File: src/sms_pkg.sv
// Shared types, codes and constants of the SPI master shift engine.
package sms_pkg;

   localparam int MAX_WORD_BITS = 32;
   localparam int QUEUE_DEPTH   = 4;
   localparam int WORD_LIMIT    = (MAX_WORD_BITS < 32) ? MAX_WORD_BITS : 32;

   localparam int CSR_INDEX_W = 3;
   localparam int CSR_DATA_W  = 16;
   localparam int REQ_DATA_W  = 40;
   localparam int RSP_DATA_W  = 40;

   localparam logic [CSR_INDEX_W-1:0] CSR_HALF_PERIOD = 3'd0;
   localparam logic [CSR_INDEX_W-1:0] CSR_WORD_BITS   = 3'd1;
   localparam logic [CSR_INDEX_W-1:0] CSR_CLOCK_POL   = 3'd2;
   localparam logic [CSR_INDEX_W-1:0] CSR_CLOCK_PHA   = 3'd3;
   localparam logic [CSR_INDEX_W-1:0] CSR_SELECT_LOW  = 3'd4;
   localparam logic [CSR_INDEX_W-1:0] CSR_OPEN_DRAIN  = 3'd5;

   localparam logic [15:0] RESET_HALF_PERIOD = 16'd500;
   localparam logic [5:0]  RESET_WORD_BITS   = 6'd8;

   localparam logic [3:0] OP_NOP      = 4'd0;
   localparam logic [3:0] OP_SELECT   = 4'd1;
   localparam logic [3:0] OP_DESELECT = 4'd2;
   localparam logic [3:0] OP_TRANSFER = 4'd3;
   localparam logic [3:0] OP_READ     = 4'd4;
   localparam logic [3:0] OP_CLK_HI   = 4'd5;
   localparam logic [3:0] OP_CLK_LO   = 4'd6;
   localparam logic [3:0] OP_MOSI_HI  = 4'd7;
   localparam logic [3:0] OP_MOSI_LO  = 4'd8;
   localparam logic [3:0] OP_SAMPLE   = 4'd9;
   localparam logic [3:0] OP_PULSE    = 4'd10;
   localparam logic [3:0] OP_BITREAD  = 4'd11;

   typedef enum logic [3:0] {
      CMD_NOP      = 4'd0,
      CMD_SELECT   = 4'd1,
      CMD_DESELECT = 4'd2,
      CMD_XFER     = 4'd3,
      CMD_CLK_HI   = 4'd4,
      CMD_CLK_LO   = 4'd5,
      CMD_MOSI_HI  = 4'd6,
      CMD_MOSI_LO  = 4'd7,
      CMD_SAMPLE   = 4'd8,
      CMD_PULSE    = 4'd9,
      CMD_BITREAD  = 4'd10
   } cmd_type;

   typedef struct packed {
      logic [15:0] half_period;
      logic [5:0]  word_bits;
      logic        clock_polarity;
      logic        clock_phase;
      logic        select_active_low;
      logic        open_drain;
   } cfg_type;

   typedef struct packed {
      cmd_type     cmd;
      logic [31:0] tx_word;
      logic [5:0]  bits;
      logic        miso;
   } item_type;

endpackage

File: src/sms_front.sv
// Front end: accept request words and classify them into queue items.
module sms_front (
   input  sms_pkg::cfg_type                   cfg,
   input  logic                               req_tvalid,
   output logic                               req_tready,
   input  logic [sms_pkg::REQ_DATA_W-1:0]     req_tdata,
   input  logic [3:0]                         req_tuser,
   input  logic                               queue_full,
   output logic                               push,
   output sms_pkg::item_type                  item
);
   import sms_pkg::*;

   logic [5:0]  eff_bits;
   logic [31:0] tx_mask;
   logic [31:0] tx_data;

   assign tx_data    = req_tdata[31:0];
   assign req_tready = !queue_full;
   assign push       = req_tvalid && !queue_full;

   always_comb begin
      if (cfg.word_bits == 6'd0) begin
         eff_bits = 6'd1;
      end else if (cfg.word_bits > 6'(WORD_LIMIT)) begin
         eff_bits = 6'(WORD_LIMIT);
      end else begin
         eff_bits = cfg.word_bits;
      end
   end

   assign tx_mask = 32'hFFFF_FFFF >> (6'd32 - eff_bits);

   always_comb begin
      item.miso    = req_tdata[32];
      item.tx_word = 32'd0;
      item.bits    = eff_bits;
      case (req_tuser)
         OP_SELECT:   item.cmd = CMD_SELECT;
         OP_DESELECT: item.cmd = CMD_DESELECT;
         OP_TRANSFER: begin
            item.cmd     = CMD_XFER;
            item.tx_word = tx_data & tx_mask;
         end
         OP_READ: begin
            item.cmd     = CMD_XFER;
            item.tx_word = 32'hFFFF_FFFF;
         end
         OP_CLK_HI:   item.cmd = CMD_CLK_HI;
         OP_CLK_LO:   item.cmd = CMD_CLK_LO;
         OP_MOSI_HI:  item.cmd = CMD_MOSI_HI;
         OP_MOSI_LO:  item.cmd = CMD_MOSI_LO;
         OP_SAMPLE:   item.cmd = CMD_SAMPLE;
         OP_PULSE:    item.cmd = CMD_PULSE;
         OP_BITREAD: begin
            item.cmd     = CMD_BITREAD;
            item.tx_word = 32'd1;
            item.bits    = 6'd1;
         end
         default:     item.cmd = CMD_NOP;
      endcase
   end

endmodule

File: src/sms_queue.sv
// Short queue of classified items between the front end and the engine.
module sms_queue #(
   parameter int DEPTH = sms_pkg::QUEUE_DEPTH
) (
   input  logic              clock,
   input  logic              reset,
   input  logic              push,
   input  sms_pkg::item_type push_item,
   output logic              full,
   input  logic              pop,
   output logic              valid,
   output sms_pkg::item_type pop_item
);
   import sms_pkg::*;

   localparam int PTR_W = (DEPTH > 1) ? $clog2(DEPTH) : 1;
   localparam int CNT_W = $clog2(DEPTH + 1);

   item_type            entry_ff [DEPTH];
   logic [PTR_W-1:0]    wr_ptr_ff, wr_ptr_in;
   logic [PTR_W-1:0]    rd_ptr_ff, rd_ptr_in;
   logic [CNT_W-1:0]    count_ff, count_in;
   logic                do_pop;

   assign full     = (count_ff == CNT_W'(DEPTH));
   assign valid    = (count_ff != '0);
   assign pop_item = entry_ff[rd_ptr_ff];
   assign do_pop   = pop && valid;

   always_comb begin
      wr_ptr_in = wr_ptr_ff;
      rd_ptr_in = rd_ptr_ff;
      count_in  = count_ff;
      if (push) begin
         wr_ptr_in = (wr_ptr_ff == PTR_W'(DEPTH - 1)) ? '0 : wr_ptr_ff + 1'b1;
      end
      if (do_pop) begin
         rd_ptr_in = (rd_ptr_ff == PTR_W'(DEPTH - 1)) ? '0 : rd_ptr_ff + 1'b1;
      end
      if (push && !do_pop) begin
         count_in = count_ff + 1'b1;
      end else if (!push && do_pop) begin
         count_in = count_ff - 1'b1;
      end
   end

   always_ff @(posedge clock) begin
      if (reset) begin
         wr_ptr_ff <= '0;
         rd_ptr_ff <= '0;
         count_ff  <= '0;
      end else begin
         wr_ptr_ff <= wr_ptr_in;
         rd_ptr_ff <= rd_ptr_in;
         count_ff  <= count_in;
      end
   end

   always_ff @(posedge clock) begin
      if (push) begin
         entry_ff[wr_ptr_ff] <= push_item;
      end
   end

`ifndef SYNTH
   a_count_bound: assert property (@(posedge clock) disable iff (reset)
      count_ff <= CNT_W'(DEPTH))
      else $error("queue count beyond depth");
   a_count_track: assert property (@(posedge clock) disable iff (reset)
      (push && !do_pop) |=> count_ff == $past(count_ff) + 1'b1)
      else $error("queue count missed a push");
`endif

endmodule

File: src/sms_core.sv
// Back end: SPI pin engine stepping one tick per item, with output register.
module sms_core (
   input  logic                           clock,
   input  logic                           reset,
   input  sms_pkg::cfg_type               cfg,
   input  logic                           item_valid,
   input  sms_pkg::item_type              item,
   output logic                           pop,
   output logic                           rsp_tvalid,
   input  logic                           rsp_tready,
   output logic [sms_pkg::RSP_DATA_W-1:0] rsp_tdata
);
   import sms_pkg::*;

   typedef enum logic [2:0] {
      ST_IDLE  = 3'b001,
      ST_XFER  = 3'b010,
      ST_PULSE = 3'b100
   } state_type;

   state_type   state_ff, state_in;
   logic        sclk_ff, sclk_in;
   logic        mosi_ff, mosi_in;
   logic        select_ff, select_in;
   logic        half_phase_ff, half_phase_in;
   logic [15:0] tick_ff, tick_in;
   logic [5:0]  bits_left_ff, bits_left_in;
   logic [31:0] tx_ff, tx_in;
   logic [31:0] rx_ff, rx_in;

   logic                  rsp_valid_ff, rsp_valid_in;
   logic [RSP_DATA_W-1:0] rsp_data_ff, rsp_data_in;

   logic [15:0] hp;
   logic        expire;
   logic [5:0]  bits_dec;
   logic        start_sclk;
   logic [31:0] rx_out;
   logic        rx_valid;

   assign pop        = item_valid && (!rsp_valid_ff || rsp_tready);
   assign hp         = (cfg.half_period == 16'd0) ? 16'd1 : cfg.half_period;
   assign expire     = ({1'b0, tick_ff} + 17'd1) >= {1'b0, hp};
   assign bits_dec   = bits_left_ff - 6'd1;
   assign start_sclk = (item.cmd == CMD_BITREAD) ? sclk_ff : cfg.clock_polarity;

   always_comb begin
      state_in      = state_ff;
      sclk_in       = sclk_ff;
      mosi_in       = mosi_ff;
      select_in     = select_ff;
      half_phase_in = half_phase_ff;
      tick_in       = tick_ff;
      bits_left_in  = bits_left_ff;
      tx_in         = tx_ff;
      rx_in         = rx_ff;
      rx_out        = 32'd0;
      rx_valid      = 1'b0;
      if (pop) begin
         case (state_ff)
            ST_IDLE: begin
               case (item.cmd)
                  CMD_SELECT:   select_in = !cfg.select_active_low;
                  CMD_DESELECT: select_in = cfg.select_active_low;
                  CMD_XFER, CMD_BITREAD: begin
                     sclk_in       = start_sclk ^ cfg.clock_phase;
                     tx_in         = item.tx_word;
                     bits_left_in  = item.bits;
                     mosi_in       = item.tx_word[5'(item.bits - 6'd1)];
                     rx_in         = 32'd0;
                     half_phase_in = 1'b0;
                     tick_in       = 16'd0;
                     state_in      = ST_XFER;
                  end
                  CMD_CLK_HI:   sclk_in = 1'b1;
                  CMD_CLK_LO:   sclk_in = 1'b0;
                  CMD_MOSI_HI:  mosi_in = 1'b1;
                  CMD_MOSI_LO:  mosi_in = 1'b0;
                  CMD_SAMPLE: begin
                     rx_out   = {31'd0, item.miso};
                     rx_valid = 1'b1;
                  end
                  CMD_PULSE: begin
                     sclk_in       = !cfg.clock_polarity;
                     half_phase_in = 1'b0;
                     tick_in       = 16'd0;
                     state_in      = ST_PULSE;
                  end
                  default: ;
               endcase
            end
            ST_XFER, ST_PULSE: begin
               if (!expire) begin
                  tick_in = tick_ff + 16'd1;
               end else begin
                  tick_in = 16'd0;
                  half_phase_in = !half_phase_ff;
                  if (!half_phase_ff) begin
                     if (state_ff == ST_PULSE) begin
                        sclk_in = cfg.clock_polarity;
                     end else begin
                        sclk_in = !sclk_ff;
                        rx_in   = {rx_ff[30:0], item.miso};
                     end
                  end else if (state_ff == ST_PULSE) begin
                     state_in = ST_IDLE;
                  end else begin
                     bits_left_in = bits_dec;
                     if (bits_dec == 6'd0) begin
                        sclk_in  = sclk_ff ^ !cfg.clock_phase;
                        rx_out   = rx_ff;
                        rx_valid = 1'b1;
                        state_in = ST_IDLE;
                     end else begin
                        sclk_in = !sclk_ff;
                        mosi_in = tx_ff[5'(bits_dec - 6'd1)];
                     end
                  end
               end
            end
            default: state_in = ST_IDLE;
         endcase
      end
   end

   always_comb begin
      rsp_valid_in = rsp_valid_ff && !rsp_tready;
      rsp_data_in  = rsp_data_ff;
      if (pop) begin
         rsp_valid_in = 1'b1;
         rsp_data_in  = {rx_valid, rx_out, (state_in != ST_IDLE),
                         !(cfg.open_drain && select_in),
                         !(cfg.open_drain && mosi_in),
                         !(cfg.open_drain && sclk_in),
                         select_in, mosi_in, sclk_in};
      end
   end

   always_ff @(posedge clock) begin
      if (reset) begin
         state_ff      <= ST_IDLE;
         sclk_ff       <= 1'b0;
         mosi_ff       <= 1'b0;
         select_ff     <= 1'b1;
         half_phase_ff <= 1'b0;
         tick_ff       <= 16'd0;
         bits_left_ff  <= 6'd0;
         rsp_valid_ff  <= 1'b0;
      end else begin
         state_ff      <= state_in;
         sclk_ff       <= sclk_in;
         mosi_ff       <= mosi_in;
         select_ff     <= select_in;
         half_phase_ff <= half_phase_in;
         tick_ff       <= tick_in;
         bits_left_ff  <= bits_left_in;
         rsp_valid_ff  <= rsp_valid_in;
      end
   end

   always_ff @(posedge clock) begin
      if (reset) begin
         tx_ff <= 32'd0;
         rx_ff <= 32'd0;
      end else begin
         tx_ff <= tx_in;
         rx_ff <= rx_in;
      end
      rsp_data_ff <= rsp_data_in;
   end

   assign rsp_tvalid = rsp_valid_ff;
   assign rsp_tdata  = rsp_data_ff;

`ifndef SYNTH
   a_xfer_bits: assert property (@(posedge clock) disable iff (reset)
      (state_ff == ST_XFER) |-> (bits_left_ff != 6'd0))
      else $error("transfer running with no bits left");
   a_rx_idle: assert property (@(posedge clock) disable iff (reset)
      (rsp_valid_ff && rsp_data_ff[RSP_DATA_W-1]) |-> !rsp_data_ff[6])
      else $error("receive completed while still busy");
   a_rx_zero: assert property (@(posedge clock) disable iff (reset)
      (rsp_valid_ff && !rsp_data_ff[RSP_DATA_W-1]) |-> (rsp_data_ff[38:7] == 32'd0))
      else $error("receive data without receive flag");
   a_busy_state: assert property (@(posedge clock) disable iff (reset)
      (pop && state_ff == ST_IDLE && item.cmd == CMD_PULSE) |=> state_ff == ST_PULSE)
      else $error("pulse did not start");
`endif

endmodule

File: src/spi_master_shift_engine_top.sv
// Path: a request word is written into the queue, then popped into the engine,
// whose output register holds its response word until the response is taken.
// Throughput: one word per cycle while responses are taken; the engine steps one tick per word. A full
// queue holds off requests until the engine has popped one word.
// Reset: synchronous, active high; clears control state and loads register
// defaults; no clearing pass, requests are taken right after reset.
module spi_master_shift_engine_top #(
   parameter int QUEUE_DEPTH = sms_pkg::QUEUE_DEPTH
) (
   input  logic                             clock,
   input  logic                             reset,
   input  logic                             req_tvalid,
   output logic                             req_tready,
   // [31:0] tx_data, [32] miso_level, [39:33] zero
   input  logic [sms_pkg::REQ_DATA_W-1:0]   req_tdata,
   // [3:0] operation
   input  logic [3:0]                       req_tuser,
   output logic                             rsp_tvalid,
   input  logic                             rsp_tready,
   // [0] sclk_level, [1] mosi_level, [2] select_level, [3] sclk_drive,
   // [4] mosi_drive, [5] select_drive, [6] busy_res, [38:7] rx_data, [39] rx_valid
   output logic [sms_pkg::RSP_DATA_W-1:0]   rsp_tdata,
   input  logic                             csr_valid,
   output logic                             csr_ready,
   input  logic [sms_pkg::CSR_INDEX_W-1:0]  csr_index,
   input  logic [sms_pkg::CSR_DATA_W-1:0]   csr_data
);
   import sms_pkg::*;

   cfg_type  cfg_ff, cfg_in;
   item_type push_item, pop_item;
   logic     push, pop, queue_full, queue_valid;

   assign csr_ready = 1'b1;

   always_comb begin
      cfg_in = cfg_ff;
      if (csr_valid) begin
         case (csr_index)
            CSR_HALF_PERIOD: cfg_in.half_period       = csr_data;
            CSR_WORD_BITS:   cfg_in.word_bits         = csr_data[5:0];
            CSR_CLOCK_POL:   cfg_in.clock_polarity    = csr_data[0];
            CSR_CLOCK_PHA:   cfg_in.clock_phase       = csr_data[0];
            CSR_SELECT_LOW:  cfg_in.select_active_low = csr_data[0];
            CSR_OPEN_DRAIN:  cfg_in.open_drain        = csr_data[0];
            default: ;
         endcase
      end
   end

   always_ff @(posedge clock) begin
      if (reset) begin
         cfg_ff.half_period       <= RESET_HALF_PERIOD;
         cfg_ff.word_bits         <= RESET_WORD_BITS;
         cfg_ff.clock_polarity    <= 1'b1;
         cfg_ff.clock_phase       <= 1'b1;
         cfg_ff.select_active_low <= 1'b1;
         cfg_ff.open_drain        <= 1'b0;
      end else begin
         cfg_ff <= cfg_in;
      end
   end

   sms_front u_front (
      .cfg        (cfg_ff),
      .req_tvalid (req_tvalid),
      .req_tready (req_tready),
      .req_tdata  (req_tdata),
      .req_tuser  (req_tuser),
      .queue_full (queue_full),
      .push       (push),
      .item       (push_item)
   );

   sms_queue #(
      .DEPTH (QUEUE_DEPTH)
   ) u_queue (
      .clock     (clock),
      .reset     (reset),
      .push      (push),
      .push_item (push_item),
      .full      (queue_full),
      .pop       (pop),
      .valid     (queue_valid),
      .pop_item  (pop_item)
   );

   sms_core u_core (
      .clock      (clock),
      .reset      (reset),
      .cfg        (cfg_ff),
      .item_valid (queue_valid),
      .item       (pop_item),
      .pop        (pop),
      .rsp_tvalid (rsp_tvalid),
      .rsp_tready (rsp_tready),
      .rsp_tdata  (rsp_tdata)
   );

endmodule

File: config.mk
export PLATFORM = sky130hd
export DESIGN_NAME = spi_master_shift_engine_top
export DESIGN_NICKNAME = d
export VERILOG_FILES = /design/src/sms_pkg.sv /design/src/sms_front.sv /design/src/sms_queue.sv /design/src/sms_core.sv /design/src/spi_master_shift_engine_top.sv
export SDC_FILE = /design/constraint.sdc
export NUM_CORES = 1
export LEC_CHECK = 0
export BUFFER_PORTS_ARGS = -buffer_cell sky130_fd_sc_hd__buf_2
export CORE_MARGIN = 5
export CORE_UTILIZATION = 33
export CTS_CLUSTER_SIZE = 28
export DETAILED_ROUTE_END_ITERATION = 8
export PLACE_DENSITY = 0.52
export SETUP_SLACK_MARGIN = 0.05
export SLEW_MARGIN = 20
export SYNTH_ARGS = -nofsm -noshare
export SYNTH_HDL_FRONTEND = slang
export SYNTH_SLANG_ARGS = --single-unit
File: constraint.sdc
create_clock -name clock -period 4.4 [get_ports clock]
set_input_delay 1.32 -clock clock [delete_from_list [all_inputs] [get_ports clock]]
set_output_delay 1.32 -clock clock [all_outputs]
set_load 0.01 [all_outputs]
## After elaboration in Yosys (flattened, before gate mapping)

Memory sizes are Yosys's and may differ from the RTL's. A register that Yosys moved wholly into a read port is not among the register bits.
Index checks and enable logic that the tools add are counted.

- Bits in registers: 167
- Bits in writable memories: 172
- Output and inout port bits: 43
- Memories kept: 1

Memory list:

| memory | words | width | rd ports | clocked after memory_dff | write ports | RTL line | RTL |
|---|---|---|---|---|---|---|---|
| u_queue.entry_ff | 4 | 43 | 1 | 1 | 1 | sms_queue.sv:19 | `item_type entry_ff [DEPTH];` |

- Add/sub/neg operators: 10
- Magnitude comparators: 4
- Equal/unequal tests: 39
- Shift operators: 1
- Mux-type cells: 73
- Bitwise operators: 3
- Reductions and logical operators: 45

Operators by type and width:

| kind | count |
|---|---|
| $mux 32 | 8 |
| $pmux 32 s2 | 2 |
| $pmux 32 s3 | 1 |
| $mux 16 | 3 |
| $mux 6 | 7 |
| $pmux 4 s10 | 1 |
| $and 32x32->32 | 1 |
| $eq 4x3->1 const B | 8 |
| $pmux 16 s2 | 1 |
| $shr 32x6->32 const A | 1 |
| $eq 4x4->1 const B | 7 |
| $mux 1 | 27 |
| $mux 3 | 7 |
| $add 16x1->17 const B | 1 |
| $ge 17x16->1 | 1 |
| $add 16x1->16 const B | 1 |
| $eq 4x2->1 const B | 4 |
| $logic_not 16->1 | 1 |
| $logic_not 1->1 | 13 |
| $eq 3x3->1 const B | 4 |
| $logic_not 6->1 | 2 |
| $lt 5x6->1 const B | 2 |
| $pmux 3 s2 | 2 |
| $pmux 6 s2 | 1 |
| other kinds (31) | 69 |

## Logic depth before layout (Yosys ltp)

- Depth in word-level cells: 12
- Depth in mapped cells: 16
- Mapped depth without buffers: 14

## Cells and area by module

From an unflattened synthesis, not the netlist that was laid out.

- Cell total of the unflattened synthesis: 1,296
- Area, all modules: 15,800.2 sq um

Modules (own cells, without submodules):

| module | instances | cells each | area each (sq um) |
|---|---|---|---|
| sms_core | 1 | 774 | 7,010.5 |
| sms_queue | 1 | 269 | 6,717.7 |
| spi_master_shift_engine_top | 1 | 116 | 1,173.6 |
| sms_front | 1 | 137 | 898.4 |

## Worst setup path before layout

Ideal clock, no wire load.

- Path type: reg-to-reg
- Start point: register u_core.tick_ff[0]
- End point: register u_core.rsp_data_ff[4] (netlist: u_core.rsp_tdata[4]), data pin
- Data arrival time: 3,331 ps
- Data required time: 4,134 ps
- Setup slack: 803 ps
- Cell stages (with the launch flop): 15
- Path buffers: 0
- Period minus slack after synthesis: 3,597 ps
- Cell sequence: dfxtp_1 ha_1 nand3_1 nor4_1 nand4_1 xnor2_1 ha_1 and3_1 nand4_1 a311oi_1 o21ai_0 a21oi_1 and3_1 nor3_1 or3b_1

- Word-level cells in the longest chain between the ends: 7

RTL lines:

| item | RTL line | RTL |
|---|---|---|
| start: declaration | sms_core.sv:26 | `logic [15:0] tick_ff, tick_in;` |
| start signal: assignment | sms_core.sv:155 | `tick_ff <= tick_in;` |
| $add 16x1->17 | sms_core.sv:43 | `assign expire = ({1'b0, tick_ff} + 17'd1) >= {1'b0, hp};` |
| $ge 17x16->1 | sms_core.sv:43 |  |
| $mux 1 | sms_core.sv:93 | `if (!expire) begin` |
| $pmux 1 s2 | sms_core.sv:60 | `case (state_ff)` |
| $mux 1 | sms_core.sv:59 | `if (pop) begin` |
| $logic_and 1x1->1 | sms_core.sv:133 | `!(cfg.open_drain && mosi_in),` |
| $logic_not 1->1 | sms_core.sv:133 |  |
| end signal: assignment | sms_core.sv:169 | `rsp_data_ff <= rsp_data_in;` |
| end: declaration | sms_core.sv:32 | `logic [RSP_DATA_W-1:0] rsp_data_ff, rsp_data_in;` |

Every way passes these cells.
A chain may end at the register's enable or synchronous reset.

## Worst setup path in the final report

Ends and elaborated chain as after synthesis.

==> results.py <==
metrics = {
    "detailed_routing": {
        "wirelength_um": 34100,
        "vias": 9719,
        "vias_per_cell": 4.91,
        "detail-route-antenna-nets": 0,
        "drc": 0,
        "drt-initial-drc-count": 667,
        "avgRoutedWirePerCell_um": 17.2,
        "dr.pass1.iters": 5,
    },
    "power": {
        "power_density_mw_per_mm2": 582,
        "power_uw": 10300,
        "leakage_uw": 0.00641,
        "ir_drop_mv": 0.314,
    },
    "critical_path": {
        "path_class": "reg2reg",
        "critPathMaxFanout": 5,
        "critPathCaptureType": "register",
        "cp.required_ns": 4.68,
        "crit_arrival_ns": 4.15,
        "startpoint_type": "register",
    },
    "global_route": {
        "antenna_found_initial": 1,
        "grt_usage_pct": 13.4,
        "grt_pass1_vias": 9626,
        "grt_max_degree": 43,
        "grt_pass1_wl_um": 54100,
        "grt_overflow_total": 0,
    },
    "place": {
        "gp_congestion": 0.800,
        "hpwl_um": 23900,
        "dpl_worst_slack_ns": 0.307,
        "port_buffers": 102,
    },
    "timing": {
        "setup_slack_ns": 0.528,
        "clock.fmax_mhz": 258,
        "worst_slew_pin_slew_ns": 0.809,
        "hold_viol_final": 0,
        "finalMaxSlewViolations": 0,
        "rsz0062_at_grt": "no",
        "slew_headroom_pct": 45.3,
        "finalSetupViolCount": 0,
        "min_period_ns": 3.87,
        "min_period_over_period_pct": 88.0,
        "skew_ns": 0.0220,
        "setup_tns_ns": 0,
    },
    "synthesis": {
        "synth_top_cell_area_share_pct": 41.7,
        "ys_seq_elements": 341,
        "synth_nets": 1355,
        "postSynthAreaPerCell_um2": 12.1,
        "synthCells": 1256,
        "synth_area_mm2": 0.0152,
        "yosysUniqueCellTypes": 72,
        "synth_async_sr_flop_share_pct": 0,
        "yosys.area.top_type": "edfxtp_1",
        "synthFlopType": "edfxtp_1",
        "synth_edf_count": 212,
        "synthTopCellsByArea": "edfxtp_1 (42%), dfxtp_1 (17%), mux4_2 (5.0%)",
        "ys_seq_area_share_pct": 58.7,
        "yosysWarningCount": 0,
    },
    "run_status": {
        "outcome": "completed",
    },
    "die": {
        "start_util_pct": 33.5,
        "die_area_mm2": 0.0506,
        "core_mm2": 0.0456,
        "ios": 111,
        "die_w_um": 225,
        "die_y_um": 225,
        "num_rows": 78,
    },
    "clock_tree": {
        "cts_tree": "done",
        "cts_made_buffers": 39,
        "cts_resized": 0,
        "clockBufferDepth": 3,
        "cts-root-buf": "clkbuf_16",
        "clkSinkCount": 341,
        "clk_latency_ns": 0.56,
        "path_clk_slew_ns": 0.06,
        "postCtsSetupBuffers": 0,
        "h-tree-depth": 2,
        "holdBufCountCts": 0,
    },
    "finish": {
        "final_cell_mix": "edfxtp_1 (212), nand2_1 (154), dfxtp_1 (127), nor2_1 (101), buf_2 (101)",
        "num-fill-cells": 4405,
        "synthToLayoutAreaGrowth_pct": 16.2,
        "final_common_cell": "edfxtp_1",
        "layout-drive-gt1-share_pct": 18.2,
        "nets": 1447,
    },
    "worst_hold_path": {
        "hold_class": "reg2reg",
    },
    "flow_run": {
        "maxCapViolCount": 0,
    },
}
==> report_power, final <==
| part | switching [µW] | internal, µW |
|---|---|---|
| logic | 1670 | 1230 |
| clock network | 1290 | 2030 |
| registers | 208 | 3880 |
| total | 3180 | 7140 |
==> Yosys cell counts (3+ instances only) <==
cell type and n:
edfxtp_1 212, nand2_1 154, dfxtp_1 129, nor2_1 102, a21oi_1 83, clkbuf_1 61
inv_1 41, and2_1 40, o21ai_0 38, a22oi_1 34, mux4_2 34, ha_1 30
nand3_1 27, mux4_1 22, mux2i_1 21, nor3_1 17, xnor2_1 16, nor2b_1 14
xor2_1 14, nand2b_1 13, nor3b_1 13, o211ai_1 13, and3_1 9, a211oi_1 8
nand3b_1 8, nor4_1 7, buf_2 6, a31oi_1 5, or2_2 5, clkbuf_8 4
nand4_1 4, o21bai_1 4, or3_1 4, a41o_1 3, nor4b_1 3, o22ai_1 3
o311ai_0 3, o32ai_1 3
==> cell type report <==
cell class	instances	area, µm²	area share, %
flip-flops and latches	341	8950	50.5
repair buffers	130	761	4.29
clock inverters	20	219	1.24
well taps	600	751	4.24
clock buffers	50	1110	6.27
diodes	1	2.50	0.0141
inverters	41	154	0.868
multi-input cells	795	5780	32.6
==> kinds of logic after synthesis <==
kind of cell,share of synthesized area (%)
flip-flops,58.7
buffers and inverters,3.63
XOR/XNOR,1.72
AO/OA/AOI/OAI,9.27
AND/OR/NAND/NOR,13.4
adder cells (fa/ha/maj),2.59
other,0.0246
multiplexers,10.7
==> routing by layer <==
| layer | part of all wire [%] | GRT usage, % | vias to the layer above |
|---|---|---|---|
| li1 | - | - | 4829 |
| met1 | 47 | 18.5 | 4642 |
| met2 | 46 | 21.3 | 197 |
| met3 | 5.0 | 2.93 | 51 |
| met4 | 2.4 | 4.11 | 0 |
| met5 | 0 | 0 | - |
==> sequential cells by signal, indices dropped and copies added (netlist names), named ones only <==
signal                count
u_core.rx_ff             32
u_queue.count_ff          3
u_core.sclk_ff            1
u_core.state_ff           3
u_core.half_phase_ff      1
u_core.tx_ff             32
u_core.bits_left_ff       6
u_core.select_ff          1
u_core.rsp_tvalid         1
cfg_ff                   26
u_core.rsp_tdata         40
u_queue.entry_ff        172
u_queue.wr_ptr_ff         2
u_core.mosi_ff            1
u_core.tick_ff           16
u_queue.rd_ptr_ff         2
==> worst max-delay path, cell delays in order (launching register included) <==
cell	delay, ns
dfxtp_1	0.39
ha_1	0.20
nand3_1	0.19
nor4_2	0.39
nand4_1	0.15
xnor2_1	0.18
ha_1	0.30
and3_1	0.17
nand4_1	0.12
a311oi_1	0.24
o21ai_1	0.18
a21oi_1	0.32
and3_1	0.26
a2111oi_2	0.08
or3b_1	0.41
==> final timing paths <==
kind                                         from             endpoint  slack (ns)  depth (start not counted)
worst max register to register  u_core.tick_ff[0]  u_core.rsp_tdata[4]        0.53                         14
worst max-delay path            u_core.tick_ff[0]  u_core.rsp_tdata[4]        0.53                         14
worst min register to register   u_core.tx_ff[30]     u_core.tx_ff[30]        0.45                          2
worst min-delay path             u_core.tx_ff[30]     u_core.tx_ff[30]        0.45                          2
==> metrics by stage <==
step	std cells	util (%)	cell area, µm²	hold WS (ns)
CTS	1977	38.9	17700	0.456
floorplan	1256	-	15200	0.433
global route	1978	38.9	17700	0.466
finish	1978	38.9	17700	0.453
global placement	1907	36.0	16400	0.440
detailed placement	1907	36.0	16400	0.447
(Power assumes the default switching activity.)
